File: src/rtl/emps_pkg.sv
package emps_pkg;

    // parameter defaults
    localparam int COUNT_BITS_DEF      = 16;
    localparam int SCALE_FRAC_BITS_DEF = 16;

    // fixed field widths
    localparam int READING_W   = 32;
    localparam int SCALE_W     = 32;
    localparam int INTERVAL_W  = 16;
    localparam int MODE_TICK_W = 16;
    localparam int ENABLE_W    = 3;
    localparam int CFG_IDX_W   = 3;
    localparam int CFG_DATA_W  = 32;
    localparam int KIND_W      = 2;

    // a mixed count is scaled to a per-second rate against interval_ms
    localparam int MS_PER_SEC = 1000;

    // ticks swallowed after reset
    localparam logic [1:0] WARMUP_TICKS = 2'd2;

    // report_enable bit positions
    localparam int EN_POWER   = 0;
    localparam int EN_CURRENT = 1;
    localparam int EN_VOLTAGE = 2;

    // register reset values
    localparam logic [INTERVAL_W-1:0]  INTERVAL_RST      = 16'd60000;
    localparam logic [MODE_TICK_W-1:0] CHANGE_EVERY_RST  = 16'd8;
    localparam logic [SCALE_W-1:0]     SCALE_RST         = 32'd65536;
    localparam logic [ENABLE_W-1:0]    REPORT_ENABLE_RST = 3'd7;

    typedef enum logic [CFG_IDX_W-1:0] {
        CFG_INTERVAL_MS   = 3'd0,
        CFG_CHANGE_EVERY  = 3'd1,
        CFG_POWER_SCALE   = 3'd2,
        CFG_CURRENT_SCALE = 3'd3,
        CFG_VOLTAGE_SCALE = 3'd4,
        CFG_REPORT_ENABLE = 3'd5
    } cfg_idx_t;

    typedef enum logic [KIND_W-1:0] {
        KIND_POWER   = 2'd0,
        KIND_CURRENT = 2'd1,
        KIND_VOLTAGE = 2'd2
    } kind_t;

    typedef struct packed {
        logic [INTERVAL_W-1:0]  interval_ms;
        logic [MODE_TICK_W-1:0] change_every;
        logic [SCALE_W-1:0]     power_scale;
        logic [SCALE_W-1:0]     current_scale;
        logic [SCALE_W-1:0]     voltage_scale;
        logic [ENABLE_W-1:0]    report_enable;
    } cfg_t;

    // what one tick has to report, passed from the front stage to the buffer
    typedef struct packed {
        logic has_mixed;
        logic mixed_current;
        logic has_power;
        logic select_level;
    } item_ctrl_t;

endpackage

File: src/rtl/emps_cfg.sv
module emps_cfg
    import emps_pkg::*;
(
    input  logic                  clk,
    input  logic                  rst_n,
    input  logic                  cfg_wr_en,
    input  logic [CFG_IDX_W-1:0]  cfg_index,
    input  logic [CFG_DATA_W-1:0] cfg_data,
    output cfg_t                  cfg
);

    cfg_t cfg_reg;
    cfg_t cfg_next;

    always_comb
    begin
        cfg_next = cfg_reg;
        if (cfg_wr_en)
        begin
            case (cfg_idx_t'(cfg_index))
                CFG_INTERVAL_MS:   cfg_next.interval_ms   = cfg_data[INTERVAL_W-1:0];
                CFG_CHANGE_EVERY:  cfg_next.change_every  = cfg_data[MODE_TICK_W-1:0];
                CFG_POWER_SCALE:   cfg_next.power_scale   = cfg_data[SCALE_W-1:0];
                CFG_CURRENT_SCALE: cfg_next.current_scale = cfg_data[SCALE_W-1:0];
                CFG_VOLTAGE_SCALE: cfg_next.voltage_scale = cfg_data[SCALE_W-1:0];
                CFG_REPORT_ENABLE: cfg_next.report_enable = cfg_data[ENABLE_W-1:0];
                default:           cfg_next = cfg_reg;
            endcase
        end
    end

    always_ff @(posedge clk or negedge rst_n)
    begin
        if (!rst_n)
        begin
            cfg_reg.interval_ms   <= INTERVAL_RST;
            cfg_reg.change_every  <= CHANGE_EVERY_RST;
            cfg_reg.power_scale   <= SCALE_RST;
            cfg_reg.current_scale <= SCALE_RST;
            cfg_reg.voltage_scale <= SCALE_RST;
            cfg_reg.report_enable <= REPORT_ENABLE_RST;
        end
        else
        begin
            cfg_reg <= cfg_next;
        end
    end

    assign cfg = cfg_reg;

endmodule

File: src/rtl/emps_front.sv
module emps_front
    import emps_pkg::*;
#(
    parameter int COUNT_BITS = COUNT_BITS_DEF
)
(
    input  logic                  clk,
    input  logic                  rst_n,
    input  cfg_t                  cfg,
    input  logic                  in_valid,
    output logic                  in_stall,
    input  logic [COUNT_BITS-1:0] power_pulses,
    input  logic [COUNT_BITS-1:0] mixed_pulses,
    input  logic                  take,
    output logic                  item_valid,
    output item_ctrl_t            item_ctrl,
    output logic [COUNT_BITS-1:0] item_power,
    output logic [COUNT_BITS-1:0] item_mixed
);

    localparam int RATE_W = COUNT_BITS + 10;

    logic [1:0]             warmup_reg, warmup_next;
    logic                   mode_reg, mode_next;
    logic [MODE_TICK_W-1:0] ticks_reg, ticks_next;
    logic                   valid_reg, valid_next;
    item_ctrl_t             ctrl_reg, ctrl_next;
    logic [COUNT_BITS-1:0]  power_reg, power_next;
    logic [COUNT_BITS-1:0]  mixed_reg, mixed_next;

    logic              accept;
    logic              warming;
    logic [RATE_W-1:0] mixed_rate;
    logic              mixed_slow;
    logic              power_small;
    logic              mixed_en;

    assign in_stall = valid_reg && !take;
    assign accept   = in_valid && !in_stall;
    assign warming  = warmup_reg != WARMUP_TICKS;

    // 1 Hz or slower on the second channel reads as zero
    assign mixed_rate  = RATE_W'(mixed_pulses) * RATE_W'(MS_PER_SEC);
    assign mixed_slow  = mixed_rate <= RATE_W'(cfg.interval_ms);
    assign power_small = power_pulses[COUNT_BITS-1:1] == '0;
    assign mixed_en    = mode_reg ? cfg.report_enable[EN_CURRENT]
                                  : cfg.report_enable[EN_VOLTAGE];

    always_comb
    begin
        warmup_next = warmup_reg;
        mode_next   = mode_reg;
        ticks_next  = ticks_reg;
        valid_next  = take ? 1'b0 : valid_reg;
        ctrl_next   = ctrl_reg;
        power_next  = power_reg;
        mixed_next  = mixed_reg;

        if (accept)
        begin
            if (warming)
            begin
                warmup_next = warmup_reg + 2'd1;
            end
            else
            begin
                if (ticks_reg == cfg.change_every)
                begin
                    mode_next  = !mode_reg;
                    ticks_next = '0;
                end
                else
                begin
                    ticks_next = ticks_reg + MODE_TICK_W'(1);
                end
                ctrl_next.has_mixed     = (ticks_reg != '0) && mixed_en;
                ctrl_next.mixed_current = mode_reg;
                ctrl_next.has_power     = cfg.report_enable[EN_POWER];
                ctrl_next.select_level  = mode_next;
                valid_next  = ctrl_next.has_mixed || ctrl_next.has_power;
                power_next  = power_small ? '0 : power_pulses;
                mixed_next  = mixed_slow ? '0 : mixed_pulses;
            end
        end
    end

    always_ff @(posedge clk or negedge rst_n)
    begin
        if (!rst_n)
        begin
            warmup_reg <= '0;
            mode_reg   <= 1'b0;
            ticks_reg  <= '0;
            valid_reg  <= 1'b0;
        end
        else
        begin
            warmup_reg <= warmup_next;
            mode_reg   <= mode_next;
            ticks_reg  <= ticks_next;
            valid_reg  <= valid_next;
        end
    end

    always_ff @(posedge clk)
    begin
        ctrl_reg  <= ctrl_next;
        power_reg <= power_next;
        mixed_reg <= mixed_next;
    end

    assign item_valid = valid_reg;
    assign item_ctrl  = ctrl_reg;
    assign item_power = power_reg;
    assign item_mixed = mixed_reg;

endmodule

File: src/rtl/emps_scale.sv
module emps_scale
    import emps_pkg::*;
#(
    parameter int COUNT_BITS      = COUNT_BITS_DEF,
    parameter int SCALE_FRAC_BITS = SCALE_FRAC_BITS_DEF
)
(
    input  logic [COUNT_BITS-1:0] count,
    input  logic [SCALE_W-1:0]    scale,
    output logic [READING_W-1:0]  reading
);

    localparam int PROD_W = COUNT_BITS + SCALE_W;

    logic [PROD_W-1:0] prod;
    logic [PROD_W-1:0] shifted;

    assign prod    = PROD_W'(count) * PROD_W'(scale);
    assign shifted = prod >> SCALE_FRAC_BITS;

    // saturate at the reading width
    assign reading = (shifted[PROD_W-1:READING_W] != '0) ? '1
                                                         : shifted[READING_W-1:0];

endmodule

File: src/rtl/emps_outbuf.sv
module emps_outbuf
    import emps_pkg::*;
(
    input  logic                 clk,
    input  logic                 rst_n,
    input  logic                 item_valid,
    input  item_ctrl_t           item_ctrl,
    input  logic [READING_W-1:0] mixed_reading,
    input  logic [READING_W-1:0] power_reading,
    output logic                 take,
    output logic                 out_valid,
    input  logic                 out_stall,
    output logic [KIND_W-1:0]    kind,
    output logic [READING_W-1:0] reading,
    output logic                 select_level,
    output logic                 last
);

    logic [1:0]           cnt_reg, cnt_next;
    logic                 head_reg, head_next;
    kind_t                kind_reg [2];
    logic [READING_W-1:0] reading_reg [2];
    logic                 last_reg [2];
    logic                 sel_reg;

    logic  pop;
    logic  load;
    kind_t mixed_kind;

    assign out_valid = cnt_reg != 2'd0;
    assign pop       = out_valid && !out_stall;
    assign take      = item_valid && ((cnt_reg == 2'd0) || ((cnt_reg == 2'd1) && pop));
    assign load      = take;
    assign mixed_kind = item_ctrl.mixed_current ? KIND_CURRENT : KIND_VOLTAGE;

    always_comb
    begin
        cnt_next  = cnt_reg;
        head_next = head_reg;
        if (load)
        begin
            cnt_next  = 2'(item_ctrl.has_mixed) + 2'(item_ctrl.has_power);
            head_next = 1'b0;
        end
        else if (pop)
        begin
            cnt_next  = cnt_reg - 2'd1;
            head_next = 1'b1;
        end
    end

    always_ff @(posedge clk or negedge rst_n)
    begin
        if (!rst_n)
        begin
            cnt_reg  <= 2'd0;
            head_reg <= 1'b0;
        end
        else
        begin
            cnt_reg  <= cnt_next;
            head_reg <= head_next;
        end
    end

    // mixed reading goes first, power closes the tick
    always_ff @(posedge clk)
    begin
        if (load)
        begin
            sel_reg        <= item_ctrl.select_level;
            kind_reg[1]    <= KIND_POWER;
            reading_reg[1] <= power_reading;
            last_reg[1]    <= 1'b1;
            if (item_ctrl.has_mixed)
            begin
                kind_reg[0]    <= mixed_kind;
                reading_reg[0] <= mixed_reading;
                last_reg[0]    <= !item_ctrl.has_power;
            end
            else
            begin
                kind_reg[0]    <= KIND_POWER;
                reading_reg[0] <= power_reading;
                last_reg[0]    <= 1'b1;
            end
        end
    end

    assign kind         = kind_reg[head_reg];
    assign reading      = reading_reg[head_reg];
    assign last         = last_reg[head_reg];
    assign select_level = sel_reg;

endmodule

File: src/rtl/energy_meter_pulse_scaler_core.sv
// energy meter pulse scaler
//
// input channel (in_valid / in_stall) carries one update tick per request:
// the pulse counts of the power output and of the shared current/voltage
// output. output channel (out_valid / out_stall) carries one reading per
// request: kind, reading, select_level and last, with last set on the final
// reading of a tick. a tick gives zero, one or two readings; the first two
// ticks after reset give none.
// a taken tick is registered in the front stage, then in the result buffer.
// throughput: one tick per cycle while out_stall is low and ticks give at
// most one reading; a two-reading tick fills the two-entry result buffer and
// the next tick waits until its second reading leaves. the user writes config
// via cfg_wr_en / cfg_index / cfg_data only while idle; nothing enforces it.
// reset: config registers go to their defaults, warmup and mode counters
// clear (voltage mode), both pipeline stages empty.
// out_stall holds the current reading; the front register still takes one
// more tick, after which in_stall follows out_stall.
module energy_meter_pulse_scaler_core
    import emps_pkg::*;
#(
    parameter int COUNT_BITS      = COUNT_BITS_DEF,
    parameter int SCALE_FRAC_BITS = SCALE_FRAC_BITS_DEF
)
(
    input  logic                  clk,
    input  logic                  rst_n,
    // configuration write port
    input  logic                  cfg_wr_en,
    input  logic [CFG_IDX_W-1:0]  cfg_index,
    input  logic [CFG_DATA_W-1:0] cfg_data,
    // tick requests
    input  logic                  in_valid,
    output logic                  in_stall,
    input  logic [COUNT_BITS-1:0] power_pulses,
    input  logic [COUNT_BITS-1:0] mixed_pulses,
    // reading requests
    output logic                  out_valid,
    input  logic                  out_stall,
    output logic [KIND_W-1:0]     kind,
    output logic [READING_W-1:0]  reading,
    output logic                  select_level,
    output logic                  last
);

    cfg_t                  cfg;
    logic                  take;
    logic                  item_valid;
    item_ctrl_t            item_ctrl;
    logic [COUNT_BITS-1:0] item_power;
    logic [COUNT_BITS-1:0] item_mixed;
    logic [SCALE_W-1:0]    mixed_scale;
    logic [READING_W-1:0]  mixed_reading;
    logic [READING_W-1:0]  power_reading;

    // register file
    emps_cfg u_cfg (
        .clk       (clk),
        .rst_n     (rst_n),
        .cfg_wr_en (cfg_wr_en),
        .cfg_index (cfg_index),
        .cfg_data  (cfg_data),
        .cfg       (cfg)
    );

    // input register: warmup, mode sequencing, small-count and slow-rate gating
    emps_front #(
        .COUNT_BITS (COUNT_BITS)
    ) u_front (
        .clk          (clk),
        .rst_n        (rst_n),
        .cfg          (cfg),
        .in_valid     (in_valid),
        .in_stall     (in_stall),
        .power_pulses (power_pulses),
        .mixed_pulses (mixed_pulses),
        .take         (take),
        .item_valid   (item_valid),
        .item_ctrl    (item_ctrl),
        .item_power   (item_power),
        .item_mixed   (item_mixed)
    );

    // the mixed channel uses the scale of the mode that was active on this tick
    assign mixed_scale = item_ctrl.mixed_current ? cfg.current_scale : cfg.voltage_scale;

    // one multiplier per reading, both feed the result buffer registers
    emps_scale #(
        .COUNT_BITS      (COUNT_BITS),
        .SCALE_FRAC_BITS (SCALE_FRAC_BITS)
    ) u_scale_mixed (
        .count   (item_mixed),
        .scale   (mixed_scale),
        .reading (mixed_reading)
    );

    emps_scale #(
        .COUNT_BITS      (COUNT_BITS),
        .SCALE_FRAC_BITS (SCALE_FRAC_BITS)
    ) u_scale_power (
        .count   (item_power),
        .scale   (cfg.power_scale),
        .reading (power_reading)
    );

    // two-entry result buffer, drained one reading per request
    emps_outbuf u_outbuf (
        .clk           (clk),
        .rst_n         (rst_n),
        .item_valid    (item_valid),
        .item_ctrl     (item_ctrl),
        .mixed_reading (mixed_reading),
        .power_reading (power_reading),
        .take          (take),
        .out_valid     (out_valid),
        .out_stall     (out_stall),
        .kind          (kind),
        .reading       (reading),
        .select_level  (select_level),
        .last          (last)
    );

endmodule

File: config.mk
export PLATFORM = sky130hd
export DESIGN_NAME = energy_meter_pulse_scaler_core
export DESIGN_NICKNAME = d
export VERILOG_FILES = /design/src/rtl/emps_pkg.sv /design/src/rtl/emps_cfg.sv /design/src/rtl/emps_front.sv /design/src/rtl/emps_scale.sv /design/src/rtl/emps_outbuf.sv /design/src/rtl/energy_meter_pulse_scaler_core.sv
export SDC_FILE = /design/constraint.sdc
export NUM_CORES = 2
export LEC_CHECK = 0
export BUFFER_PORTS_ARGS = -buffer_cell sky130_fd_sc_hd__buf_4
export CAP_MARGIN = 20
export CORE_MARGIN = 2
export CORE_UTILIZATION = 29
export DETAILED_ROUTE_END_ITERATION = 16
export PLACE_DENSITY_LB_ADDON = 0.08
export SYNTH_ARGS = -nofsm -noshare
export SYNTH_HDL_FRONTEND = slang
export SYNTH_SLANG_ARGS = --single-unit
File: constraint.sdc
create_clock -name clk -period 12.7 [get_ports clk]
set_input_delay 0.635 -clock clk [delete_from_list [all_inputs] [get_ports clk]]
set_output_delay 0.635 -clock clk [all_outputs]
set_load 0.02 [all_outputs]
==> out/results.tsv <==
stage	metric	value	unit
status	result of the run	complete, no violations	
worst_setup_path	crit path DAT	8.55	ns
clocking	clock tree from TritonCTS	done	
synth	biggest area consumer among synthesized cells	sky130_fd_sc_hd__fa_1	
synth	per-instance average area after synthesis	9.52	um^2
clocking	count of cells resized by post-cts repair	0	
placement	Detailed Place HPWL	114000	um
synth	synthesized instance count	4739	
synth	fraction of synthesized cell area taken by the top area cell type	39.4	%
worst_setup_path	required time worst endpoint	13.06	ns
timing	total negative setup slack	0	ns
synth	Yosys warning total	0	
timing	Hold Vio Cnt, Final	0	
route	via-per-instance ratio	4.60	
die	cell row count	144	
finish	Util after Layout	32.0	%
die	DIE HEIGHT	399	um
worst_hold_path	class of the most critical hold timing path	in2reg	
worst_setup_path	startpoint class of the critical path	register	
clocking	insertion delay of the later-clocked pin in the worst-skew pair	0.61	ns
run	Max-Cap Viols	0	
die	Die Width	399	um
synth	sequential cell area fraction in the yosys report	15.5	%
synth	#FFs+latches synth	259	
finish	share of post-route cells with drive strength above 1	9.61	%
synth	Post-Synthesis Cell Area	45100	um^2
global_routing	maximum number of pins on one net before global-route repair	65	
placement	weighted congestion at the end of routability-driven global placement	0.824	
placement	Port Buffers	109	
worst_setup_path	top fanout value on the critical path	34	
route	total wirelength of the detailed-routed design	148000	um
synth	main flop type after synthesis	sky130_fd_sc_hd__dfrtp_1	
finish	final non-filler cell area	49400	um^2
route	via count	31200	
timing	Finish-stage setup viols	0	
placement	post-place instance area	48100	um^2
global_routing	total global routing overflow	0	
global_routing	GRT Util Overall	19.3	%
clocking	buffer count from post-CTS setup fixing	0	
clocking	H-tree levels	2	
synth	Post-synth EDFFs	101	
die	Placeable Area	154000	um^2
synth	most used standard cells in the synthesized netlist	sky130_fd_sc_hd__inv_1 (1045), sky130_fd_sc_hd__fa_1 (888), sky130_fd_sc_hd__nand2_1 (757)	
timing	Final Critical Period	8.19	ns
finish	growth of design area from synthesis to finish	9.47	%
route	number of iterations in the first detailed-routing pass	5	
route	Routed Antenna Nets	0	
synth	Post-Synthesis Net Count	6004	
finish	count of nets after finishing	5979	
worst_setup_path	endpoint type of the worst setup path	register	
timing	max-slew violation count	0	
route	Iteration-0 DRC Markers	1506	
synth	most instantiated library cell after synthesis	sky130_fd_sc_hd__inv_1	
synth	top cells by area in the synthesized netlist	sky130_fd_sc_hd__fa_1 (39%), sky130_fd_sc_hd__inv_1 (8.7%), sky130_fd_sc_hd__ha_1 (8.5%), sky130_fd_sc_hd__dfrtp_1 (7.8%), sky130_fd_sc_hd__edfxtp_1 (6.7%)	
global_routing	vias in the first global route	35500	
timing	Final period util	64.5	%
timing	slew of the pin with the lowest slew margin	1.01	ns
die	Die Area	159000	um^2
clocking	maximum clock path buffer count	3	
global_routing	global-route wire length before repair	230000	um
synth	number of library cell types mapped by synthesis	78	
finish	multi-input logic area	33400	um^2
synth	share of synthesized registers carrying an async set or reset	59.5	%
timing	worst relative slew slack	32.9	%
die	I/O pin cnt	110	
finish	Filler Cells Inserted	16100	
global_routing	number of antenna violations at the first check in global routing	7	
clocking	clock-pin slew reported for the worst setup and hold paths after clock tree synthesis	0.06	ns
clocking	TritonCTS buffer count	37	
worst_setup_path	Worst Path Class, Setup	reg2reg	
route	routed wirelength normalized by instance count	21.8	um
die	starting utilization of the core area	29.2	%
clocking	clock sink count	259	
finish	flip-flop count of the largest register, all copies and words added	131	
timing	setup repair after global routing missed its margin	no	
timing	Max Freq	122	MHz
clocking	root buf cell	sky130_fd_sc_hd__clkbuf_16	
timing	clock skew	0.0464	ns
route	DRC Markers	0	
finish	register area	6990	um^2
routing by layer:
metal | GRT usage, % | part of all wire [%] | up-vias | routed length (um)
li1 | - | - | 14200 | -
met1 | 26.8 | 47 | 16400 | 69600
met2 | 33.0 | 48 | 475 | 71400
met3 | 1.91 | 3.2 | 107 | 4780
met4 | 2.90 | 1.4 | 0 | 2080
met5 | 0 | 0 | - | 0
final timing paths:
check / start / endpoint / slack (ns) / cells after the start
setup / recovery: u_front.item_ctrl[2]$_DFFE_PP_ / u_outbuf.reading_reg[0][30]$_DFFE_PP_ / 4.51 / 23
setup reg to reg: u_front.item_ctrl[2]$_DFFE_PP_ / u_outbuf.reading_reg[0][30]$_DFFE_PP_ / 4.51 / 23
hold / removal: power_pulses[6] / u_front.item_power[6]$_SDFFCE_PN0P_ / 0.22 / 1
max in group asynchronous: rst_n / u_cfg.cfg[25]$_DFFE_PN0P_ / 10.19 / 4
min in group asynchronous: rst_n / u_cfg.cfg[125]$_DFFE_PN0P_ / 0.52 / 2
hold reg to reg: u_front.item_ctrl[0]$_DFFE_PP_ / u_outbuf.select_level$_DFFE_PP_ / 0.43 / 0
cell usage in the layout (no fill, tap or decap), types with 5 or more instances in the layout:
cell type	Yosys	layout
sky130_fd_sc_hd__ha_1	305	305
sky130_fd_sc_hd__inv_1	1045	1043
sky130_fd_sc_hd__nor2_1	81	81
sky130_fd_sc_hd__nor3_1	12	10
sky130_fd_sc_hd__a21oi_1	114	114
sky130_fd_sc_hd__nor4_1	10	8
sky130_fd_sc_hd__o211ai_1	11	11
sky130_fd_sc_hd__mux2_2	184	184
sky130_fd_sc_hd__o21ai_0	71	71
sky130_fd_sc_hd__o21a_1	11	11
sky130_fd_sc_hd__xnor2_1	75	75
sky130_fd_sc_hd__and2_1	380	380
sky130_fd_sc_hd__fa_1	888	888
sky130_fd_sc_hd__a21oi_2	5	5
sky130_fd_sc_hd__nor2b_1	13	13
sky130_fd_sc_hd__a31oi_1	17	17
sky130_fd_sc_hd__clkbuf_1	224	9
sky130_fd_sc_hd__buf_4	0	164
sky130_fd_sc_hd__nand4_1	29	29
sky130_fd_sc_hd__o21bai_1	10	10
sky130_fd_sc_hd__clkbuf_16	0	38
sky130_fd_sc_hd__dfrtp_1	140	139
sky130_fd_sc_hd__dfstp_2	14	14
sky130_fd_sc_hd__bufinv_16	0	6
sky130_fd_sc_hd__and3_1	15	15
sky130_fd_sc_hd__a211oi_1	11	11
sky130_fd_sc_hd__nand3_1	23	23
sky130_fd_sc_hd__o21ai_1	7	7
sky130_fd_sc_hd__clkinv_2	0	8
sky130_fd_sc_hd__nand2b_1	17	16
sky130_fd_sc_hd__xor2_1	34	34
sky130_fd_sc_hd__a21o_1	50	50
sky130_fd_sc_hd__nand2_1	757	757
sky130_fd_sc_hd__edfxtp_1	101	101
through the flow:
step / worst slack (ns) / hold slack, ns / cells
after global routing: 4.13 / 0.188 / 6787
after floorplan: 5.75 / 0.339 / 4739
after global placement: 4.47 / 0.415 / 6718
final: 4.51 / 0.221 / 6788
after CTS: 4.45 / 0.171 / 6787
after detailed placement: 4.48 / 0.422 / 6718
cell families after synthesis:
group	share of synthesized area [%]
fa+ha+maj	47.8
mux	4.73
buf+inv	10.6
compound gates	5.10
xor+xnor	2.11
flops	15.5
simple gates	14.1
cell type report:
cell class / instances / area share [%]
antenna: 1 / 0.00506
clock buffer: 50 / 2.08
clock inverter: 18 / 0.549
inverter: 1045 / 7.94
multi-input combinational: 3205 / 67.6
sequential: 259 / 14.1
tap: 2044 / 5.18
timing repair buffer: 166 / 2.53
critical path, cell delays in order, from the launching register on:
cell                       delay (ns)
sky130_fd_sc_hd__edfxtp_1        0.32
sky130_fd_sc_hd__buf_4           0.47
sky130_fd_sc_hd__mux2_2          0.62
sky130_fd_sc_hd__nand2_1         0.15
sky130_fd_sc_hd__fa_1            0.57
sky130_fd_sc_hd__fa_1            0.53
sky130_fd_sc_hd__fa_1            0.51
sky130_fd_sc_hd__inv_1           0.05
sky130_fd_sc_hd__fa_1            0.49
sky130_fd_sc_hd__fa_1            0.49
sky130_fd_sc_hd__inv_1           0.05
sky130_fd_sc_hd__fa_1            0.48
sky130_fd_sc_hd__inv_1           0.05
sky130_fd_sc_hd__ha_1            0.36
sky130_fd_sc_hd__a21oi_1         0.25
sky130_fd_sc_hd__o21ai_0         0.27
sky130_fd_sc_hd__nor3_1          0.35
sky130_fd_sc_hd__nand4_1         0.26
sky130_fd_sc_hd__a21oi_1         0.46
sky130_fd_sc_hd__nor2_1          0.16
sky130_fd_sc_hd__a311o_1         0.43
sky130_fd_sc_hd__a21oi_2         0.16
sky130_fd_sc_hd__xnor2_1         0.07
sky130_fd_sc_hd__mux2_2          0.26
timing repair:
action / CTS / global route
setup endpoints to repair: 0 / 0
endpoints found under the hold margin: 26 / 0
hold buffers: 1 / 0
Power is left out: the tool's default activity adds up to more than one toggle a clock period on the data nets, which glitch-free logic cannot reach.
